<file path="src/rtl/etfp_pkg.sv">
// Shared constants, widths and fixed-point helpers for the escape-time pixel engine.
package etfp_pkg;

  // Pixel, limit and palette geometry
  localparam int PIX_W        = 10;
  localparam int IMG_W_LOG2   = 10;
  localparam int IMG_H_LOG2   = 10;
  localparam int IMAGE_WIDTH  = 1 << IMG_W_LOG2;
  localparam int IMAGE_HEIGHT = 1 << IMG_H_LOG2;
  localparam int LIMIT_W      = 10;
  localparam int MAX_LIMIT    = 1023;
  localparam int PALETTE_SIZE = 64;
  localparam int COLOR_W      = 6;
  // count*(PALETTE_SIZE-1) fits in this many bits
  localparam int NUM_W        = LIMIT_W + $clog2(PALETTE_SIZE);
  localparam int DIV_CNT_W    = $clog2(NUM_W + 1);

  // Fixed point
  localparam int QF      = 28;
  localparam int WORD_W  = 32;
  localparam int MUL_W   = WORD_W + 1;
  localparam int PROD_W  = 2 * MUL_W;
  localparam int SQ_W    = 2 * WORD_W;
  localparam int MAG_W   = SQ_W - QF;
  localparam int MAP_P_W = MUL_W + PIX_W + 1;
  localparam int SAT_W   = 40;

  localparam logic [WORD_W-1:0] BAIL_STD    = 32'd1073741824;
  localparam logic [WORD_W-1:0] BAIL_RABBIT = 32'd540897444;
  localparam logic signed [WORD_W-1:0] RABBIT_RE = -32'sd32212255;
  localparam logic signed [WORD_W-1:0] RABBIT_IM = 32'sd201326592;

  // Register reset values
  localparam logic [LIMIT_W-1:0]       LIMIT_RST = 10'd50;
  localparam logic signed [WORD_W-1:0] EDGE_LO_RST = -32'sd536870912;
  localparam logic signed [WORD_W-1:0] EDGE_HI_RST = 32'sd536870912;

  // Configuration register map
  localparam int CFG_IDX_W = 3;
  localparam logic [CFG_IDX_W-1:0] REG_MODE   = 3'd0;
  localparam logic [CFG_IDX_W-1:0] REG_LIMIT  = 3'd1;
  localparam logic [CFG_IDX_W-1:0] REG_LEFT   = 3'd2;
  localparam logic [CFG_IDX_W-1:0] REG_RIGHT  = 3'd3;
  localparam logic [CFG_IDX_W-1:0] REG_TOP    = 3'd4;
  localparam logic [CFG_IDX_W-1:0] REG_BOTTOM = 3'd5;
  localparam logic [CFG_IDX_W-1:0] REG_PT_RE  = 3'd6;
  localparam logic [CFG_IDX_W-1:0] REG_PT_IM  = 3'd7;

  typedef enum logic [1:0] {
    MODE_JULIA  = 2'd0,
    MODE_MANDEL = 2'd1,
    MODE_RABBIT = 2'd2,
    MODE_SPARE  = 2'd3
  } mode_t;

  // Clamp a wide signed value to the 32-bit range
  function automatic logic signed [WORD_W-1:0] sat32(input logic signed [SAT_W-1:0] v);
    logic [SAT_W-WORD_W:0] top;
    top = v[SAT_W-1:WORD_W-1];
    if ((&top) || !(|top)) begin
      return v[WORD_W-1:0];
    end
    return v[SAT_W-1] ? {1'b1, {(WORD_W-1){1'b0}}} : {1'b0, {(WORD_W-1){1'b1}}};
  endfunction

  // lo + prod / 2^sh, quotient truncated toward zero, result saturated
  function automatic logic signed [WORD_W-1:0] map_coord(
    input logic signed [WORD_W-1:0]  lo,
    input logic signed [MAP_P_W-1:0] prod,
    input int unsigned               sh
  );
    logic signed [MAP_P_W-1:0] adj;
    logic signed [MAP_P_W-1:0] q;
    adj = prod[MAP_P_W-1] ? prod + MAP_P_W'((1 << sh) - 1) : prod;
    q   = adj >>> sh;
    return sat32(SAT_W'(lo) + SAT_W'(q));
  endfunction

endpackage

</file>
<file path="src/rtl/escape_time_fractal_pixel.sv">
// Escape-time fractal pixel engine: window mapping, z^2+c iteration and palette index.
//
// Usage: configuration registers are written on the cfg_ channel (index 0..7 in
// the order mode, limit, left, right, top, bottom, point re, point im); cfg_ready
// is always high and writes belong in idle periods. A pixel is a transfer on the
// in_ channel; one result per pixel leaves on the out_ channel.
// All arithmetic runs through one 33x33 signed multiplier under a small sequencer:
// the mapping runs through ST_MAP_X, ST_MAP_Y and ST_MAP_FIN, each iteration through
// z.re^2, z.im^2, z.re*z.im with the bailout test, and the update. A pixel that
// escapes at the bailout test then takes a restoring divide for the palette index.
// in_stall is high from the transfer until the result sits in the output
// register, so one pixel is in flight at a time; the next one can enter while
// that result still waits.
// Reset puts the configuration registers at their reset values and empties the output register.
// While out_stall is high the result holds; a finished pixel then waits in its
// last step until the output register frees up.
module escape_time_fractal_pixel (
  input  logic                               clk,
  input  logic                               rst_n,
  input  logic                               cfg_valid,
  output logic                               cfg_ready,
  input  logic [etfp_pkg::CFG_IDX_W-1:0]     cfg_index,
  input  logic [etfp_pkg::WORD_W-1:0]        cfg_data,
  input  logic                               in_valid,
  output logic                               in_stall,
  input  logic [etfp_pkg::PIX_W-1:0]         in_pixel_x,
  input  logic [etfp_pkg::PIX_W-1:0]         in_pixel_y,
  output logic                               out_valid,
  input  logic                               out_stall,
  output logic [etfp_pkg::PIX_W-1:0]         out_x,
  output logic [etfp_pkg::PIX_W-1:0]         out_y,
  output logic                               out_inside_set,
  output logic [etfp_pkg::LIMIT_W-1:0]       out_iteration_count,
  output logic [etfp_pkg::COLOR_W-1:0]       out_color_index
);
  import etfp_pkg::*;

  typedef enum logic [3:0] {
    ST_IDLE, ST_MAP_X, ST_MAP_Y, ST_MAP_FIN, ST_SQ_R, ST_SQ_I, ST_TEST, ST_UPD,
    ST_DIV, ST_FIN
  } state_t;

  state_t state_r;

  // Configuration registers
  mode_t                      mode_r;
  logic [LIMIT_W-1:0]         limit_cfg_r;
  logic signed [WORD_W-1:0]   left_r, right_r, top_r, bottom_r, pt_re_r, pt_im_r;

  // Datapath registers
  logic [PIX_W-1:0]           px_r, py_r;
  logic signed [WORD_W-1:0]   zr_r, zi_r, cr_r, ci_r;
  logic [SQ_W-1:0]            sr_r, si_r;
  logic signed [PROD_W-1:0]   prod_r;
  logic [LIMIT_W-1:0]         count_r;
  logic                       inside_r;
  logic [NUM_W-1:0]           num_r;
  logic [LIMIT_W-1:0]         rem_r;
  logic [DIV_CNT_W-1:0]       div_cnt_r;

  // Output register
  logic                       out_valid_r;
  logic [PIX_W-1:0]           out_x_r, out_y_r;
  logic                       out_inside_r;
  logic [LIMIT_W-1:0]         out_count_r;
  logic [COLOR_W-1:0]         out_color_r;

  logic                       in_xfer, out_free, out_load;
  logic [LIMIT_W-1:0]         lim;
  logic signed [MUL_W-1:0]    span_x, span_y, mul_a, mul_b;
  logic signed [PROD_W-1:0]   mul_p;
  logic signed [WORD_W-1:0]   map_val;
  logic [SQ_W-1:0]            sq_sum;
  logic [MAG_W-1:0]           bail;
  logic                       escaped;
  logic signed [SAT_W-1:0]    nr, ni;
  logic [LIMIT_W-1:0]         count_inc;
  logic [LIMIT_W:0]           trial;
  logic                       trial_ge;

  assign cfg_ready = 1'b1;
  assign in_stall  = (state_r != ST_IDLE);
  assign in_xfer   = in_valid && !in_stall;
  assign out_free  = !out_valid_r || !out_stall;
  assign out_load  = (state_r == ST_FIN) && out_free;

  assign lim = (32'(limit_cfg_r) > MAX_LIMIT) ? LIMIT_W'(MAX_LIMIT) : limit_cfg_r;

  // Window spans
  assign span_x = MUL_W'(right_r) - MUL_W'(left_r);
  assign span_y = MUL_W'(bottom_r) - MUL_W'(top_r);

  // Shared multiplier operand select
  always_comb begin
    mul_a = MUL_W'(zr_r);
    mul_b = MUL_W'(zr_r);
    case (state_r)
      ST_MAP_X: begin
        mul_a = span_x;
        mul_b = $signed({{(MUL_W-PIX_W){1'b0}}, px_r});
      end
      ST_MAP_Y: begin
        mul_a = span_y;
        mul_b = $signed({{(MUL_W-PIX_W){1'b0}}, py_r});
      end
      ST_SQ_I: begin
        mul_a = MUL_W'(zi_r);
        mul_b = MUL_W'(zi_r);
      end
      ST_TEST: begin
        mul_a = MUL_W'(zr_r);
        mul_b = MUL_W'(zi_r);
      end
      default: begin
        mul_a = MUL_W'(zr_r);
        mul_b = MUL_W'(zr_r);
      end
    endcase
  end

  assign mul_p = mul_a * mul_b;

  // Coordinate mapping from the previous product
  always_comb begin
    if (state_r == ST_MAP_Y) begin
      map_val = map_coord(left_r, $signed(prod_r[MAP_P_W-1:0]), IMG_W_LOG2);
    end else begin
      map_val = map_coord(top_r, $signed(prod_r[MAP_P_W-1:0]), IMG_H_LOG2);
    end
  end

  // Bailout test on the floored magnitude
  assign sq_sum  = sr_r + si_r;
  assign bail    = (mode_r == MODE_RABBIT) ? MAG_W'(BAIL_RABBIT) : MAG_W'(BAIL_STD);
  assign escaped = (sq_sum[SQ_W-1:QF] >= bail);

  // z update; squares are non-negative so floor is a plain shift
  assign nr = SAT_W'($signed({1'b0, sr_r[SQ_W-1:QF]})) - SAT_W'($signed({1'b0, si_r[SQ_W-1:QF]}))
            + SAT_W'(cr_r);
  assign ni = SAT_W'($signed(prod_r[SQ_W-1:QF-1])) + SAT_W'(ci_r);
  assign count_inc = count_r + 1'b1;

  // Restoring divide step
  assign trial    = {rem_r, num_r[NUM_W-1]};
  assign trial_ge = (trial >= (LIMIT_W+1)'(lim));

  // Configuration writes
  always_ff @(posedge clk) begin
    if (!rst_n) begin
      mode_r      <= MODE_JULIA;
      limit_cfg_r <= LIMIT_RST;
      left_r      <= EDGE_LO_RST;
      right_r     <= EDGE_HI_RST;
      top_r       <= EDGE_LO_RST;
      bottom_r    <= EDGE_HI_RST;
      pt_re_r     <= '0;
      pt_im_r     <= '0;
    end else if (cfg_valid) begin
      unique case (cfg_index)
        REG_MODE:   mode_r      <= mode_t'(cfg_data[1:0]);
        REG_LIMIT:  limit_cfg_r <= cfg_data[LIMIT_W-1:0];
        REG_LEFT:   left_r      <= cfg_data;
        REG_RIGHT:  right_r     <= cfg_data;
        REG_TOP:    top_r       <= cfg_data;
        REG_BOTTOM: bottom_r    <= cfg_data;
        REG_PT_RE:  pt_re_r     <= cfg_data;
        REG_PT_IM:  pt_im_r     <= cfg_data;
        default: ;
      endcase
    end
  end

  // Sequencer and output register
  always_ff @(posedge clk) begin
    if (!rst_n) begin
      state_r     <= ST_IDLE;
      out_valid_r <= 1'b0;
    end else begin
      // Output valid: set on load from the last step, cleared once taken
      if (out_load) begin
        out_valid_r <= 1'b1;
      end else if (out_valid_r && !out_stall) begin
        out_valid_r <= 1'b0;
      end
      unique case (state_r)
        ST_IDLE: begin
          if (in_xfer) begin
            px_r    <= in_pixel_x;
            py_r    <= in_pixel_y;
            state_r <= ST_MAP_X;
          end
        end
        ST_MAP_X: begin
          prod_r  <= mul_p;
          state_r <= ST_MAP_Y;
        end
        ST_MAP_Y: begin
          prod_r <= mul_p;
          if (mode_r == MODE_MANDEL) begin
            zr_r <= pt_re_r;
            cr_r <= map_val;
          end else begin
            zr_r <= map_val;
            cr_r <= (mode_r == MODE_RABBIT) ? RABBIT_RE : pt_re_r;
          end
          state_r <= ST_MAP_FIN;
        end
        ST_MAP_FIN: begin
          if (mode_r == MODE_MANDEL) begin
            zi_r <= pt_im_r;
            ci_r <= map_val;
          end else begin
            zi_r <= map_val;
            ci_r <= (mode_r == MODE_RABBIT) ? RABBIT_IM : pt_im_r;
          end
          count_r <= '0;
          if (lim == '0) begin
            inside_r <= 1'b1;
            num_r    <= '0;
            state_r  <= ST_FIN;
          end else begin
            state_r <= ST_SQ_R;
          end
        end
        ST_SQ_R: begin
          sr_r    <= mul_p[SQ_W-1:0];
          state_r <= ST_SQ_I;
        end
        ST_SQ_I: begin
          si_r    <= mul_p[SQ_W-1:0];
          state_r <= ST_TEST;
        end
        ST_TEST: begin
          prod_r <= mul_p;
          if (escaped) begin
            inside_r  <= 1'b0;
            num_r     <= NUM_W'(count_r) * NUM_W'(PALETTE_SIZE - 1);
            rem_r     <= '0;
            div_cnt_r <= DIV_CNT_W'(NUM_W);
            state_r   <= ST_DIV;
          end else begin
            state_r <= ST_UPD;
          end
        end
        ST_UPD: begin
          zr_r    <= sat32(nr);
          zi_r    <= sat32(ni);
          count_r <= count_inc;
          if (count_inc == lim) begin
            inside_r <= 1'b1;
            num_r    <= '0;
            state_r  <= ST_FIN;
          end else begin
            state_r <= ST_SQ_R;
          end
        end
        ST_DIV: begin
          rem_r     <= trial_ge ? LIMIT_W'(trial - (LIMIT_W+1)'(lim)) : trial[LIMIT_W-1:0];
          num_r     <= {num_r[NUM_W-2:0], trial_ge};
          div_cnt_r <= div_cnt_r - 1'b1;
          if (div_cnt_r == DIV_CNT_W'(1)) begin
            state_r <= ST_FIN;
          end
        end
        ST_FIN: begin
          if (out_free) begin
            out_x_r      <= px_r;
            out_y_r      <= py_r;
            out_inside_r <= inside_r;
            out_count_r  <= count_r;
            out_color_r  <= num_r[COLOR_W-1:0];
            state_r      <= ST_IDLE;
          end
        end
        default: state_r <= ST_IDLE;
      endcase
    end
  end

  assign out_valid           = out_valid_r;
  assign out_x               = out_x_r;
  assign out_y               = out_y_r;
  assign out_inside_set      = out_inside_r;
  assign out_iteration_count = out_count_r;
  assign out_color_index     = out_color_r;

endmodule
</file>
<file path="config.mk">
export PLATFORM = sky130hd
export DESIGN_NAME = escape_time_fractal_pixel
export DESIGN_NICKNAME = d
export VERILOG_FILES = /design/src/rtl/etfp_pkg.sv /design/src/rtl/escape_time_fractal_pixel.sv
export SDC_FILE = /design/constraint.sdc
export NUM_CORES = 2
export LEC_CHECK = 0
export BUFFER_PORTS_ARGS = -buffer_cell sky130_fd_sc_hd__buf_2
export CAP_MARGIN = 5
export CORE_ASPECT_RATIO = 0.5
export CORE_MARGIN = 4
export CORE_UTILIZATION = 65
export CTS_BUF_LIST = sky130_fd_sc_hd__clkbuf_16
export CTS_CLUSTER_DIAMETER = 60
export DETAILED_ROUTE_END_ITERATION = 16
export PLACE_DENSITY = 0.82
export SYNTH_ARGS = -nofsm -noshare
export SYNTH_HDL_FRONTEND = slang
export SYNTH_SLANG_ARGS = --single-unit
export TNS_END_PERCENT = 50
</file>
<file path="constraint.sdc">
create_clock -name clk -period 13.1 [get_ports clk]
set_input_delay 0 -clock clk [delete_from_list [all_inputs] [get_ports clk]]
set_output_delay 0 -clock clk [all_outputs]
set_load 0.1 [all_outputs]
</file>
### Yosys cells after proc, flatten, opt, wreduce, memory -nomap -nowiden

Cells that the tools add are included.

* bits in registers: 628
* logic and storage cells: 185
* output and inout bits: 40
* input bits: 60

* $add $sub $neg: 12
* reduce and logical (&&, ||, !) cells: 56
* $lt $le $gt $ge: 2
* $mul: 2
* eq/ne operators: 26
* mux-type cells: 58

Operator list (count)
* $mux W32: 19
* $pmux W33 S3: 2
* $pmux W32 S2: 2
* $add A37 B32 Y38: 2
* $add A32 B34 Y35: 2
* $sub A32 B32 Y33: 2
* $add A64 B64 Y64: 1
* $mul A33 B33 Y64: 1
* $pmux W16 S4: 1
* $mux W16: 3
* $add A44 B11 Y44 const B: 1
* $mux W44: 1
* $pmux W10 S2: 2
* $pmux W4 S10: 1
* $sub A36 B36 Y37: 1
* $ge A36 B31 Y1: 1
* $reduce_and A9 Y1: 4
* $reduce_or A9 Y1: 4
* $mux W31: 1
* $reduce_and A2 Y1: 15
* $mux W4: 6
* $mux W10: 2
* $eq A4 B3 Y1 const B: 4
* $mul A10 B6 Y16 const B: 1
* 32 further kinds: 77

### Longest topological paths before layout

* word-level depth: 12
* depth in mapped cells: 45
* mapped depth without buffers: 44

### Least setup slack after synthesis

OpenSTA, ideal clock, no wires.

* kind: reg2reg
* start: reg right_r[0]
* end: reg prod_r[60] (data pin)
* slack: 2.132 ns
* stages on the path, launching flop included: 45
* data required time: 12.832 ns
* data arrival time: 10.700 ns
* period minus slack after synthesis: 10.968 ns
* library setup time: 0.268 ns
* cells stage by stage: dfxtp_1 inv_1 ha_1 fa_1 nor2b_1 o21ai_0 a21oi_1 o2111ai_1 a21oi_1 o21ai_0 a21oi_1 nand3_1 o21ai_0 xor2_1 a221oi_1 clkbuf_1 nor2_1 fa_1 [9 not listed] fa_1 inv_1 fa_1 inv_1 ha_1 clkbuf_1 and2_1 and4_1 and3_1 a221oi_1 o21ai_0 a21oi_1 o41ai_1 a211o_1 a311o_1 a21o_1 a21oi_1 xnor2_1

* longest elaborated chain between the ends: 3

Ends and longest elaborated chain
* from (decl): RTL line escape_time_fractal_pixel.sv:48 `logic signed [WORD_W-1:0] left_r, right_r, top_r, bottom_r, pt_re_r, pt_im_r;`
* from (signal assigned): RTL line escape_time_fractal_pixel.sv:163 `REG_RIGHT: right_r <= cfg_data;`
* $sub A32 B32 Y33: RTL line escape_time_fractal_pixel.sv:90 `assign span_x = MUL_W'(right_r) - MUL_W'(left_r);`
* $pmux W33 S3: RTL line escape_time_fractal_pixel.sv:97 `case (state_r)`
* $mul A33 B33 Y64: RTL line escape_time_fractal_pixel.sv:121 `assign mul_p = mul_a * mul_b;`
* via mul_p[60]: RTL line escape_time_fractal_pixel.sv:71 `logic signed [PROD_W-1:0] mul_p;`
* to (signal assigned): RTL line escape_time_fractal_pixel.sv:194 `prod_r <= mul_p;`
* to (signal assigned): RTL line escape_time_fractal_pixel.sv:198 `prod_r <= mul_p;`
* to (signal assigned): RTL line escape_time_fractal_pixel.sv:234 `prod_r <= mul_p;`
* to (decl): RTL line escape_time_fractal_pixel.sv:54 `logic signed [PROD_W-1:0] prod_r;`

The timed path passes the listed nets, and every way through them passes these cells.
A chain may end at the register's enable or synchronous reset.

### Worst setup path in the final report

* start: reg top_r[7]
* end: reg si_r[60] (data pin)

* longest elaborated chain between the ends: 3

Ends and longest elaborated chain
* from (decl): RTL line escape_time_fractal_pixel.sv:48
* from (signal assigned): RTL line escape_time_fractal_pixel.sv:164 `REG_TOP: top_r <= cfg_data;`
* $sub A32 B32 Y33: RTL line escape_time_fractal_pixel.sv:91 `assign span_y = MUL_W'(bottom_r) - MUL_W'(top_r);`
* $pmux W33 S3: RTL line escape_time_fractal_pixel.sv:97
* $mul A33 B33 Y64: RTL line escape_time_fractal_pixel.sv:121
* via mul_p[60]: RTL line escape_time_fractal_pixel.sv:71
* to (signal assigned): RTL line escape_time_fractal_pixel.sv:230 `si_r <= mul_p[SQ_W-1:0];`
* to (decl): RTL line escape_time_fractal_pixel.sv:53 `logic [SQ_W-1:0] sr_r, si_r;`

The timed path passes the listed nets, and every way through them passes these cells.

==> qor.yml <==
cts-root-buf: "clkbuf_16"
cts-htree-levels: 3
worstMarginPinSlew_ps: 1490
grt_pass1_vias: 68759
clock_path_buffers: 3
worstPathArrival_ps: 13230
grt_overflow: 0
netlist_area_um2: 79900
cts_tree: "built"
synth-edff-count: 419
portBuffers: 98
num_rows: 90
placed_cell_area_um2: 82900
crit_type: "flop to flop"
timing.final.ws_setup_ps: 297
hold_viol_final: 0
cp-start-kind: "flop"
worstSkewPairLatency_ps: 650
cp_slowest_cell: "or4b_2"
cap_violations: 1
floorplan.die_area_um2: 129000
syn2layout_area_growth_pct: 7.47
synth-seq-cells: 628
crit_fanout: 7
crit_start: "top_r[7]"
cp_data_required_time_ps: 13520
drive_above_1_share: 0.0573
die_width_um: 504
synth-seq-area-share: 0.210
fin_crit_sh: 0.977
dp.final_hpwl_um: 253000
place_ws_ps: 581
clock_sinks: 628
slew_headroom: 0.00130
finalSetupTns_ps: 0
syn_inst: 8977
avgSynthCellArea_um2: 8.90
mostFrequentLayoutCell: "inv_1"
synthesis.nets: 10767
synthArstFlopShare: 0
gp_congestion: 1.11
die_y_um: 256
max_freq_ghz: 0.0781
cpMostUsedCell: "fa_1"
ys_types: 97
fin_area_um2: 85900
antenna_found_initial: 28
grt_max_degree: 90
final_cell_mix: "1427 x inv_1, 1246 x nand2_1, 1158 x fa_1, 838 x nor2_1, 610 x a21oi_1"
via_per_inst: 6.60
drcViolationCount: 0
hold_path_depth: 2
num-fill-cells: 9466
rr_worst_depth: 38
slew_viol_final: 0
grtUsageTotal: 0.489
avgRoutedWirePerCell_um: 29.8
cts_buffers: 70
path_clk_slew_ps: 70
synth_top_flop_cell: "edfxtp_1"
io_pins: 100
fin_nets: 10811
status: "complete, but fails checks"
fin_skew_ps: 31.4
grt_pass1_wl_um: 459000
vias: 70663
cpPeakStageDelay_ps: 680
rsz0062_at_grt: "no"
min_period_ps: 12800
violations: "max-capacitance violations"
antenna_left: 0
core_area_um2: 121000
first_pass_iters: 8
totalWireLength_um: 319000
initial_core_util: 0.659
min_path_type: "input port to flop"
critPathCaptureType: "flop"
ys_warn_count: 0
rr_startpoint: "top_r[7]"
finalSetupViolations: 0
drt_iter0_drc: 10397
min_from: "in_pixel_x[9]"
## repair_timing
item	4_1_cts	5_1_grt
buffers inserted	0	0
resized for setup	0	7
hold buffers	58	0
endpoints found under the setup margin	0	18
hold endpoints to repair	227	0
## final cells by class
type                    count  area (um^2)  area share
clock inverters            55          508     0.00592
clock buffers              73         1830      0.0213
flip-flops and latches    628        16800       0.195
multi-input cells        6541        56800       0.661
repair buffers            356         2580      0.0300
inverters                1424         5350      0.0623
well taps                1610         2010      0.0235
diodes                     23         57.6    0.000670
## critical path: cells and delay by family (launching register included)
family / cells / cell delay [ps]
buffers and inverters: 5 / 420
DFF: 1 / 350
xor gates and xnor gates: 1 / 220
adders and majority gates: 10 / 4730
AOI/OAI and AO/OA: 18 / 5240
and+or+nand+nor: 4 / 1640
## final timing paths
check	to	slack, ps
setup / recovery	si_r[60]	300
hold / removal	px_r[9]	60
setup reg to reg	si_r[60]	300
hold reg to reg	out_inside_set	430
## synth_stat cells, types with 52 or more instances
cell,instances,share of area
dfxtp_1,209,0.052
nand3_1,115,0.0072
o21a_1,77,0.0072
nor2b_1,54,0.0042
a211oi_1,52,0.0049
a21oi_1,614,0.038
nor3_1,105,0.0066
nand2b_1,70,0.0055
ha_1,572,0.090
xor2_1,95,0.010
and2_1,62,0.0049
inv_1,1421,0.067
o21bai_1,65,0.0061
nor2_1,852,0.040
edfxtp_1,419,0.16
clkbuf_1,357,0.017
nand2_1,1246,0.059
fa_1,1158,0.29
a21o_1,163,0.015
xnor2_1,249,0.027
o21ai_0,250,0.016
## metrics by stage
stage | util | instances | hold slack, ps
2_1_floorplan | - | 8977 | 98.9
3_3_place_gp | 0.683 | 10500 | 177
3_5_place_dp | 0.683 | 10500 | 178
4_1_cts | 0.707 | 10686 | 48.4
5_1_grt | 0.708 | 10687 | 72.6
6_report | 0.708 | 10710 | 63.4
## cell families (layout without fill, tap and decap cells)
group | after synthesis | count (layout) | share of synthesized area
AND/OR/NAND/NOR | 2735 | 2735 | 0.147
flip-flops | 628 | 628 | 0.210
adder cells (fa/ha/maj) | 1730 | 1730 | 0.380
multiplexers | 28 | 28 | 0.00363
buffers and inverters | 1808 | 1908 | 0.0851
AO/OA/AOI/OAI | 1703 | 1703 | 0.137
XOR/XNOR | 344 | 344 | 0.0377
other | 1 | 24 | 0.0000469
## metal layers
| metal | up-vias | GRT usage | part of all wire |
|---|---|---|---|
| met5 | - | 0.0164 | 0.0019 |
| met4 | 40 | 0.263 | 0.071 |
| met3 | 1371 | 0.276 | 0.19 |
| met2 | 5517 | 0.649 | 0.38 |
| met1 | 34308 | 0.629 | 0.35 |
| li1 | 29427 | - | - |
## state kept, by name, summed over array words and instances (netlist names), 16 cells and up
| register | flops |
|---|---|
| pt_re_r | 32 |
| pt_im_r | 32 |
| right_r | 32 |
| num_r | 16 |
| ci_r | 32 |
| bottom_r | 32 |
| cr_r | 32 |
| sr_r | 64 |
| left_r | 32 |
| si_r | 64 |
| zi_r | 32 |
| prod_r | 64 |
| top_r | 32 |
| zr_r | 32 |
Power is not shown: default switching activity piles up to over one toggle a cycle in this logic, so the estimate is an artifact.
